==> src/sv/i2c_target_info_register_map_defines.svh <==
// Assertion helpers shared by the register map files.
`ifndef I2C_TARGET_INFO_REGISTER_MAP_DEFINES_SVH
`define I2C_TARGET_INFO_REGISTER_MAP_DEFINES_SVH

// Same-cycle implication, checked outside reset.
`define I2CTIM_ASSERT_NOW(label, clk, rst_n, ante, cons) \
  label: assert property (@(posedge clk) disable iff (!rst_n) (ante) |-> (cons)) \
    else $error("assertion failed");

// Next-cycle implication, checked outside reset.
`define I2CTIM_ASSERT_NEXT(label, clk, rst_n, ante, cons) \
  label: assert property (@(posedge clk) disable iff (!rst_n) (ante) |=> (cons)) \
    else $error("assertion failed");

`endif

==> src/sv/i2ctim_pkg.sv <==
package i2ctim_pkg;

  localparam int SLOT_COUNT = 8;
  localparam int SLOT_IW    = (SLOT_COUNT > 1) ? $clog2(SLOT_COUNT) : 1;

  localparam int CFG_IDX_W  = 3;
  localparam int CFG_DATA_W = 64;

  // configuration register indexes
  localparam logic [CFG_IDX_W-1:0] CFG_BOARD_TYPE   = 3'd0;
  localparam logic [CFG_IDX_W-1:0] CFG_FW_VERSION   = 3'd1;
  localparam logic [CFG_IDX_W-1:0] CFG_HW_VERSION   = 3'd2;
  localparam logic [CFG_IDX_W-1:0] CFG_CHIP_ENABLED = 3'd3;
  localparam logic [CFG_IDX_W-1:0] CFG_SERIAL_LOW   = 3'd4;
  localparam logic [CFG_IDX_W-1:0] CFG_SERIAL_HIGH  = 3'd5;
  localparam logic [CFG_IDX_W-1:0] CFG_SERIAL_LAST  = 3'd6;

  // register pointer map
  localparam logic [7:0] IDX_CHIP_TEMP  = 8'd0;
  localparam logic [7:0] IDX_BOARD_TEMP = 8'd1;
  localparam logic [7:0] IDX_BOARD_TYPE = 8'd2;
  localparam logic [7:0] IDX_FW_VER     = 8'd3;
  localparam logic [7:0] IDX_HW_VER     = 8'd4;
  localparam logic [7:0] IDX_POWER_L    = 8'd5;
  localparam logic [7:0] IDX_POWER_H    = 8'd6;
  localparam logic [7:0] IDX_FW_VER_ALT = 8'd7;
  localparam logic [7:0] IDX_SN_FIRST   = 8'd8;
  localparam logic [7:0] IDX_SN_LAST    = 8'd24;

  localparam logic [7:0] BYTE_UNMAPPED  = 8'hFF;

  typedef enum logic [1:0] {
    FUNC_MATCH = 2'd0,
    FUNC_WRITE = 2'd1,
    FUNC_READ  = 2'd2,
    FUNC_TELEM = 2'd3
  } func_t;

  typedef logic [SLOT_IW-1:0] slot_idx_t;
  typedef logic [7:0][SLOT_IW-1:0] slot_tbl_t;

  // bus offset to slot index, folded modulo the slot count
  function automatic slot_tbl_t build_slot_tbl();
    slot_tbl_t t;
    for (int i = 0; i < 8; i++) begin
      t[i] = SLOT_IW'(i % SLOT_COUNT);
    end
    return t;
  endfunction

  localparam slot_tbl_t SLOT_MOD_TBL = build_slot_tbl();

  typedef struct packed {
    logic [7:0]  board_type;
    logic [7:0]  firmware_version;
    logic [7:0]  hardware_version;
    logic        chip_enabled;
    logic [63:0] serial_low;
    logic [63:0] serial_high;
    logic [7:0]  serial_last;
  } cfg_t;

  typedef struct packed {
    func_t      func;
    logic [2:0] bus_address_offset;
    logic       is_write;
    logic [7:0] data_byte;
    logic [2:0] slot;
    logic [7:0] chip_temp_value;
    logic [7:0] board_temp_value;
    logic [7:0] power_low_value;
    logic [7:0] power_high_value;
  } item_t;

endpackage

==> src/sv/i2ctim_cfg.sv <==
module i2ctim_cfg (
  input  logic                                clk,
  input  logic                                rst_n,
  input  logic                                wr_en,
  input  logic [i2ctim_pkg::CFG_IDX_W-1:0]    wr_index,
  input  logic [i2ctim_pkg::CFG_DATA_W-1:0]   wr_data,
  output i2ctim_pkg::cfg_t                    cfg
);
  import i2ctim_pkg::*;

  cfg_t cfg_r;

  always_ff @(posedge clk) begin
    if (!rst_n) begin
      cfg_r <= '0;
    end else if (wr_en) begin
      unique case (wr_index)
        CFG_BOARD_TYPE:   cfg_r.board_type       <= wr_data[7:0];
        CFG_FW_VERSION:   cfg_r.firmware_version <= wr_data[7:0];
        CFG_HW_VERSION:   cfg_r.hardware_version <= wr_data[7:0];
        CFG_CHIP_ENABLED: cfg_r.chip_enabled     <= wr_data[0];
        CFG_SERIAL_LOW:   cfg_r.serial_low       <= wr_data;
        CFG_SERIAL_HIGH:  cfg_r.serial_high      <= wr_data;
        CFG_SERIAL_LAST:  cfg_r.serial_last      <= wr_data[7:0];
        default: ;  // drop writes past the register list
      endcase
    end
  end

  assign cfg = cfg_r;

endmodule

==> src/sv/i2ctim_map.sv <==
`include "i2c_target_info_register_map_defines.svh"

module i2ctim_map (
  input  logic               clk,
  input  logic               rst_n,
  input  i2ctim_pkg::cfg_t   cfg,
  input  i2ctim_pkg::item_t  item,
  input  logic               item_go,
  output logic [7:0]         rd_byte
);
  import i2ctim_pkg::*;

  logic [7:0] ptr_r, ptr_nxt;
  logic       armed_r, armed_nxt;
  logic [2:0] matched_slot_r, matched_slot_nxt;
  logic [7:0] power_low_r, power_high_r;
  logic [7:0] chip_temps_r  [SLOT_COUNT];
  logic [7:0] board_temps_r [SLOT_COUNT];

  slot_idx_t    rd_slot;
  logic [135:0] sn_bytes;
  logic [4:0]   sn_idx;
  logic [7:0]   map_byte;
  logic         telem_slot_ok;

  assign rd_slot       = SLOT_MOD_TBL[matched_slot_r];
  assign sn_bytes      = {cfg.serial_last, cfg.serial_high, cfg.serial_low};
  assign sn_idx        = ptr_r[4:0] - 5'd8;
  assign telem_slot_ok = ({1'b0, item.slot} < 4'(SLOT_COUNT));

  always_comb begin
    case (ptr_r) inside
      IDX_CHIP_TEMP:              map_byte = chip_temps_r[rd_slot];
      IDX_BOARD_TEMP:             map_byte = board_temps_r[rd_slot];
      IDX_BOARD_TYPE:             map_byte = cfg.board_type;
      IDX_FW_VER, IDX_FW_VER_ALT: map_byte = cfg.firmware_version;
      IDX_HW_VER:                 map_byte = cfg.hardware_version;
      IDX_POWER_L:                map_byte = power_low_r;
      IDX_POWER_H:                map_byte = power_high_r;
      [IDX_SN_FIRST:IDX_SN_LAST]: map_byte = sn_bytes[{sn_idx, 3'b000} +: 8];
      default:                    map_byte = BYTE_UNMAPPED;
    endcase
  end

  // a disabled chip echoes the pointer
  assign rd_byte = cfg.chip_enabled ? map_byte : ptr_r;

  always_comb begin
    ptr_nxt          = ptr_r;
    armed_nxt        = armed_r;
    matched_slot_nxt = matched_slot_r;
    if (item_go) begin
      case (item.func)
        FUNC_MATCH: begin
          matched_slot_nxt = item.bus_address_offset;
          if (item.is_write) armed_nxt = 1'b1;
        end
        FUNC_WRITE: begin
          if (armed_r) begin
            ptr_nxt   = item.data_byte;
            armed_nxt = 1'b0;
          end else begin
            ptr_nxt = ptr_r + 8'd1;
          end
        end
        FUNC_READ: ptr_nxt = ptr_r + 8'd1;
        default: ;
      endcase
    end
  end

  always_ff @(posedge clk) begin
    if (!rst_n) begin
      ptr_r          <= '0;
      armed_r        <= 1'b0;
      matched_slot_r <= '0;
      power_low_r    <= '0;
      power_high_r   <= '0;
      for (int i = 0; i < SLOT_COUNT; i++) begin
        chip_temps_r[i]  <= '0;
        board_temps_r[i] <= '0;
      end
    end else begin
      ptr_r          <= ptr_nxt;
      armed_r        <= armed_nxt;
      matched_slot_r <= matched_slot_nxt;
      if (item_go && item.func == FUNC_TELEM) begin
        power_low_r  <= item.power_low_value;
        power_high_r <= item.power_high_value;
        if (telem_slot_ok) begin
          chip_temps_r[item.slot[SLOT_IW-1:0]]  <= item.chip_temp_value;
          board_temps_r[item.slot[SLOT_IW-1:0]] <= item.board_temp_value;
        end
      end
    end
  end

  `I2CTIM_ASSERT_NEXT(a_ptr_load, clk, rst_n,
    item_go && item.func == FUNC_WRITE && armed_r,
    ptr_r == $past(item.data_byte) && !armed_r)
  `I2CTIM_ASSERT_NEXT(a_read_advance, clk, rst_n,
    item_go && item.func == FUNC_READ,
    ptr_r == $past(ptr_r) + 8'd1)

endmodule

==> src/sv/i2c_target_info_register_map.sv <==
// Channel | Handshake            | Payload
// in      | in_valid / in_stall  | func, bus_address_offset, is_write, data_byte, slot,
//         |                      | chip/board temps, power low/high bytes
// out     | out_valid / out_stall| read_data, one item per read event
// cfg     | cfg_valid / cfg_ready| cfg_index, cfg_data (always ready)
//
// One item per cycle unless in_stall: input register, map decode and pointer update,
// result register. A read result passes both registers; other events give none.
// Synchronous active-low reset clears the pointer, temperatures, power bytes and config.
// With the result register full and stalled, one more item is held in the input
// register; in_stall rises only when that item is a read that cannot move on.
`include "i2c_target_info_register_map_defines.svh"

module i2c_target_info_register_map (
  input  logic                               clk,
  input  logic                               rst_n,
  input  logic                               in_valid,
  output logic                               in_stall,
  input  logic [1:0]                         in_func,
  input  logic [2:0]                         in_bus_address_offset,
  input  logic                               in_is_write,
  input  logic [7:0]                         in_data_byte,
  input  logic [2:0]                         in_slot,
  input  logic [7:0]                         in_chip_temp_value,
  input  logic [7:0]                         in_board_temp_value,
  input  logic [7:0]                         in_power_low_value,
  input  logic [7:0]                         in_power_high_value,
  output logic                               out_valid,
  input  logic                               out_stall,
  output logic [7:0]                         out_read_data,
  input  logic                               cfg_valid,
  output logic                               cfg_ready,
  input  logic [i2ctim_pkg::CFG_IDX_W-1:0]   cfg_index,
  input  logic [i2ctim_pkg::CFG_DATA_W-1:0]  cfg_data
);
  import i2ctim_pkg::*;

  cfg_t  cfg;
  item_t in_item;
  item_t s1_item_r;
  logic  s1_valid_r;
  logic  s1_is_read, s1_go, out_free;
  logic  out_valid_r;
  logic [7:0] out_data_r;
  logic [7:0] rd_byte;

  assign cfg_ready = 1'b1;

  i2ctim_cfg u_cfg (
    .clk      (clk),
    .rst_n    (rst_n),
    .wr_en    (cfg_valid && cfg_ready),
    .wr_index (cfg_index),
    .wr_data  (cfg_data),
    .cfg      (cfg)
  );

  assign in_item = '{
    func:               func_t'(in_func),
    bus_address_offset: in_bus_address_offset,
    is_write:           in_is_write,
    data_byte:          in_data_byte,
    slot:               in_slot,
    chip_temp_value:    in_chip_temp_value,
    board_temp_value:   in_board_temp_value,
    power_low_value:    in_power_low_value,
    power_high_value:   in_power_high_value
  };

  assign out_free   = !out_valid_r || !out_stall;
  assign s1_is_read = (s1_item_r.func == FUNC_READ);
  // non-read events retire without the result register
  assign s1_go      = s1_valid_r && (!s1_is_read || out_free);
  assign in_stall   = s1_valid_r && !s1_go;

  always_ff @(posedge clk) begin
    if (!rst_n) begin
      s1_valid_r <= 1'b0;
    end else if (!in_stall) begin
      s1_valid_r <= in_valid;
    end
  end

  always_ff @(posedge clk) begin
    if (!in_stall && in_valid) s1_item_r <= in_item;
  end

  i2ctim_map u_map (
    .clk     (clk),
    .rst_n   (rst_n),
    .cfg     (cfg),
    .item    (s1_item_r),
    .item_go (s1_go),
    .rd_byte (rd_byte)
  );

  always_ff @(posedge clk) begin
    if (!rst_n) begin
      out_valid_r <= 1'b0;
    end else if (s1_go && s1_is_read) begin
      out_valid_r <= 1'b1;
    end else if (!out_stall) begin
      out_valid_r <= 1'b0;
    end
  end

  always_ff @(posedge clk) begin
    if (s1_go && s1_is_read) out_data_r <= rd_byte;
  end

  assign out_valid     = out_valid_r;
  assign out_read_data = out_data_r;

  `I2CTIM_ASSERT_NOW(a_read_blocked, clk, rst_n,
    s1_valid_r && s1_is_read && out_valid_r && out_stall, in_stall && !s1_go)
  `I2CTIM_ASSERT_NEXT(a_read_lands, clk, rst_n,
    s1_go && s1_is_read, out_valid_r)
  `I2CTIM_ASSERT_NEXT(a_no_phantom, clk, rst_n,
    !(s1_go && s1_is_read) && !out_stall, !out_valid_r)

endmodule
==> config.mk <==
export PLATFORM = sky130hd
export DESIGN_NAME = i2c_target_info_register_map
export DESIGN_NICKNAME = d
export VERILOG_FILES = /design/src/sv/i2ctim_pkg.sv /design/src/sv/i2ctim_cfg.sv /design/src/sv/i2ctim_map.sv /design/src/sv/i2c_target_info_register_map.sv
export VERILOG_INCLUDE_DIRS = /design/src /design/src/sv
export SDC_FILE = /design/constraint.sdc
export NUM_CORES = 1
export LEC_CHECK = 0
export ABC_AREA = 1
export ABC_CLOCK_PERIOD_IN_PS = 3950
export BUFFER_PORTS_ARGS = -buffer_cell sky130_fd_sc_hd__clkbuf_2
export CAP_MARGIN = 10
export CORE_ASPECT_RATIO = 0.5
export CORE_MARGIN = 2
export CORE_UTILIZATION = 45
export DETAILED_ROUTE_END_ITERATION = 8
export MAX_ROUTING_LAYER = met4
export PLACE_DENSITY = 0.64
export SLEW_MARGIN = 15
export SYNTH_ARGS = -nofsm -noshare
export SYNTH_HDL_FRONTEND = slang
export SYNTH_SLANG_ARGS = --single-unit
==> constraint.sdc <==
create_clock -name clk -period 3.95 [get_ports clk]
set_clock_uncertainty 0.2 [all_clocks]
set_input_delay 0.79 -clock clk [delete_from_list [all_inputs] [get_ports clk]]
set_output_delay 0.79 -clock clk [all_outputs]
set_load 0.01 [all_outputs]
==> impl_results.md <==
* Status: finished, final reports clean
* CP Launch Type: flop
* Die X at 275 um
* Port Buf Inserts at 130
* Die area at between 0.03 and 0.04 sq mm
* CTS H-tree depth at 2
* Crit path arrival time at 3.10 ns
* Crit-path max FO at 17
* Post-synth EDFFs at roughly 190
* Area after DPL at between 0.015 and 0.02 sq mm
* Gr usage total at 23.8%
* Setup TNS at 0 ns
* Most frequent cells in the layout: nor2_1, nand2_1, o21ai_0, dfxtp_1, edfxtp_1
* Post-CTS setup buffers at 0
* Via count at 13462
* DRT iter0 DRCs at 1362
* Pins over their slew limit at 0
* Initial antenna violation count at 0
* Final Hold Fails at 0
* # setup viols final at 0
* Clock Tree Root: clkbuf_16
* Commonest non-fill, non-tap cell in the layout: nor2_1
* Final wirelength at ~44000 um
* Fmax at around 0.32 GHz
* Global-route wire length before repair at 68700 um
* Netlist area before placement at 0.0165 sq mm
* ANT cells at 0
* I/O pin cnt at 132
* DRT antenna net count at 0
* TritonCTS Buffers at 36
* P_leak at just under 0.008 uW
* Critical path, cell by cell: inv_1 > ha_1 > nand3_1 > nand2_1 > inv_1 > buf_4 > nand3_1 > nor2_1 > nand2_1 > nand2_1
* Count of cells resized by post-cts repair at 0
* GPL Wtd Cong at ~0.96
* Clock buffer depth at 3
* CP dominant cell by count: nand2_1
* Pre-antenna DRT Iters at 6
* Global route overflow at 0
* Syn. warnings at 0
* CP Capture Type: flop
* Tmin final at about 3.1 ns
* Power Density at roughly 450 mW/mm^2
* Seq/Total Area, Yosys at between 50% and 60%
* Unrepaired setup endpoints after global routing: no
* CP Data Required Time at between 3 and 4 ns
* Worst-margin pin slew at 0.941 ns
* VDD IR max at roughly 0.00029 V
* Latest clock arrival within the worst-skew pair at ~0.53 ns
* Pin count of the biggest net entering global routing at between 90 and 100
* Post-Syn Area per Cell at ~8.3 sq um
* HPWL Detailed at between 20000 and 30000 um
* Area Growth Syn to Fin at 13.1%
* Die Y at between 100 and 150 um
* Row count at 49
* TritonCTS clock tree: built
* WL per Instance at around 17 um
* Clock Sinks at approximately 380
* Number of global-route vias before repair at roughly 13000
* WS Path Type: reg2reg
* Async SR Flop Fraction at 0%
* Final Cell Area at about 0.019 sq mm
* Worst hold path type: in2reg
* Synth Register Bits at approximately 380
* Mapped Nets at between 2000 and 2500
* Netlist cell types at 37
* Final worst path period share at between 70 and 80%
* DRC at 0
* Vias per cell at approximately 5.2
* Layout cells sized above 1 at between 10% and 20%
* Main flop type after synthesis: dfxtp_1
* Hold buffer count at cts at 0
* Maxcap violations at 0
* Worst-path clk slew at ~0.070 ns
* Slew headroom at between 30% and 40%
* CP max-delay cell: nand2_1
* Cells after Synth at between 1500 and 2000
* Core box area at roughly 0.036 sq mm
* Starting density of the core at 45.9%
* CP max stage delay at between 0.6 and 0.7 ns
* Final nets at around 2200
==> layer usage <==
metal | global-route usage (%) | vias to the layer above | wire length (um)
met3 | 3.18 | 99 | 2330
met2 | 39.0 | 410 | 21600
met1 | 30.3 | 6241 | 19100
li1 | - | 6712 | -
met5 | - | - | 0
met4 | 8.14 | 0 | 1430
==> flip-flops by register name, summed over array words and instances, names as in the netlist <==
name / count
u_cfg.cfg: 161
s1_valid_r: 1
out_read_data: 8
u_map.ptr_r: 8
s1_item_r: 49
u_map.matched_slot_r: 3
out_valid: 1
u_map.power_high_r: 8
u_map.chip_temps_r: 64
u_map.armed_r: 1
u_map.rd_slot: 3
u_map.power_low_r: 8
u_map.board_temps_r: 64
==> cell type report <==
type                            instances  area [sq um]
Fill cell                            3422         17300
Sequential cell                       379          9440
Timing Repair Buffer                  156           873
Clock buffer                           45           986
Tap cell                              484           606
Clock inverter                         18           185
Inverter                              160           603
Multi-Input combinational cell       1340          6020
==> per-stage QoR <==
stage	hold WS (ns)	worst slack (ns)	instances	utilization [%]	power (uW)
5_1_grt	0.213	0.529	2582	51.9	8760
6_report	0.231	0.812	2582	51.9	8450
3_3_place_gp	0.239	0.635	2519	48.7	5010
4_1_cts	0.213	0.817	2582	51.9	8510
3_5_place_dp	0.244	0.611	2519	48.7	5020
2_1_floorplan	0.229	0.263	1993	-	4770
==> worst max-delay path, delay by kind of cell, from the launching register on <==
| family | cells | cell delay [ns] |
|---|---|---|
| DFF | 1 | 0.37 |
| and+or+nand+nor | 6 | 1.68 |
| buffers and inverters | 3 | 0.29 |
| adders and majority gates | 1 | 0.23 |
==> logic make-up after synthesis <==
family	after synthesis	synth area share, %
AOI/OAI and AO/OA	458	14.7
buffers and inverters	274	6.66
and+or+nand+nor	872	20.9
DFF	379	57.0
other	1	0.0227
adders and majority gates	9	0.681
==> synthesized netlist by cell type, types with 2 or more instances <==
master,number,area [sq um]
edfxtp_1,185,5560
o211ai_1,4,30.0
clkbuf_1,90,338
nand2_1,279,1050
nor3_4,3,48.8
a21oi_2,3,26.3
buf_4,9,67.6
o21ai_1,30,150
o21ai_0,265,1330
dfxtp_1,194,3880
nand3_1,56,280
inv_1,150,563
a221oi_1,2,17.5
ha_1,9,113
a211oi_1,2,15.0
nand3_2,2,20.0
o221ai_1,20,175
nor2_4,2,22.5
o22ai_1,13,81.3
buf_6,3,33.8
nor3_2,3,30.0
buf_2,12,60.1
a21oi_1,116,581
nor3_1,4,20.0
nor2_1,518,1940
inv_2,8,30.0
==> final timing paths <==
kind | slack [ns] | cells after the start | end | start
max reg2reg | 0.81 | 10 | u_map.board_temps_r[5][5] | s1_item_r[47]
min reg2reg | 0.25 | 2 | u_cfg.cfg[56] | u_cfg.cfg[56]
min | 0.23 | 1 | s1_item_r[41] | in_data_byte[6]
max | 0.81 | 10 | u_map.board_temps_r[5][5] | s1_item_r[47]
==> where the power goes <==
part / switching, uW / internal, uW / total (uW)
Clock: 1490 / 2030 / 3520
Combinational: 434 / 183 / 618
Sequential: 51.3 / 4270 / 4320
No activity file was read; power rests on OpenSTA's default activity.
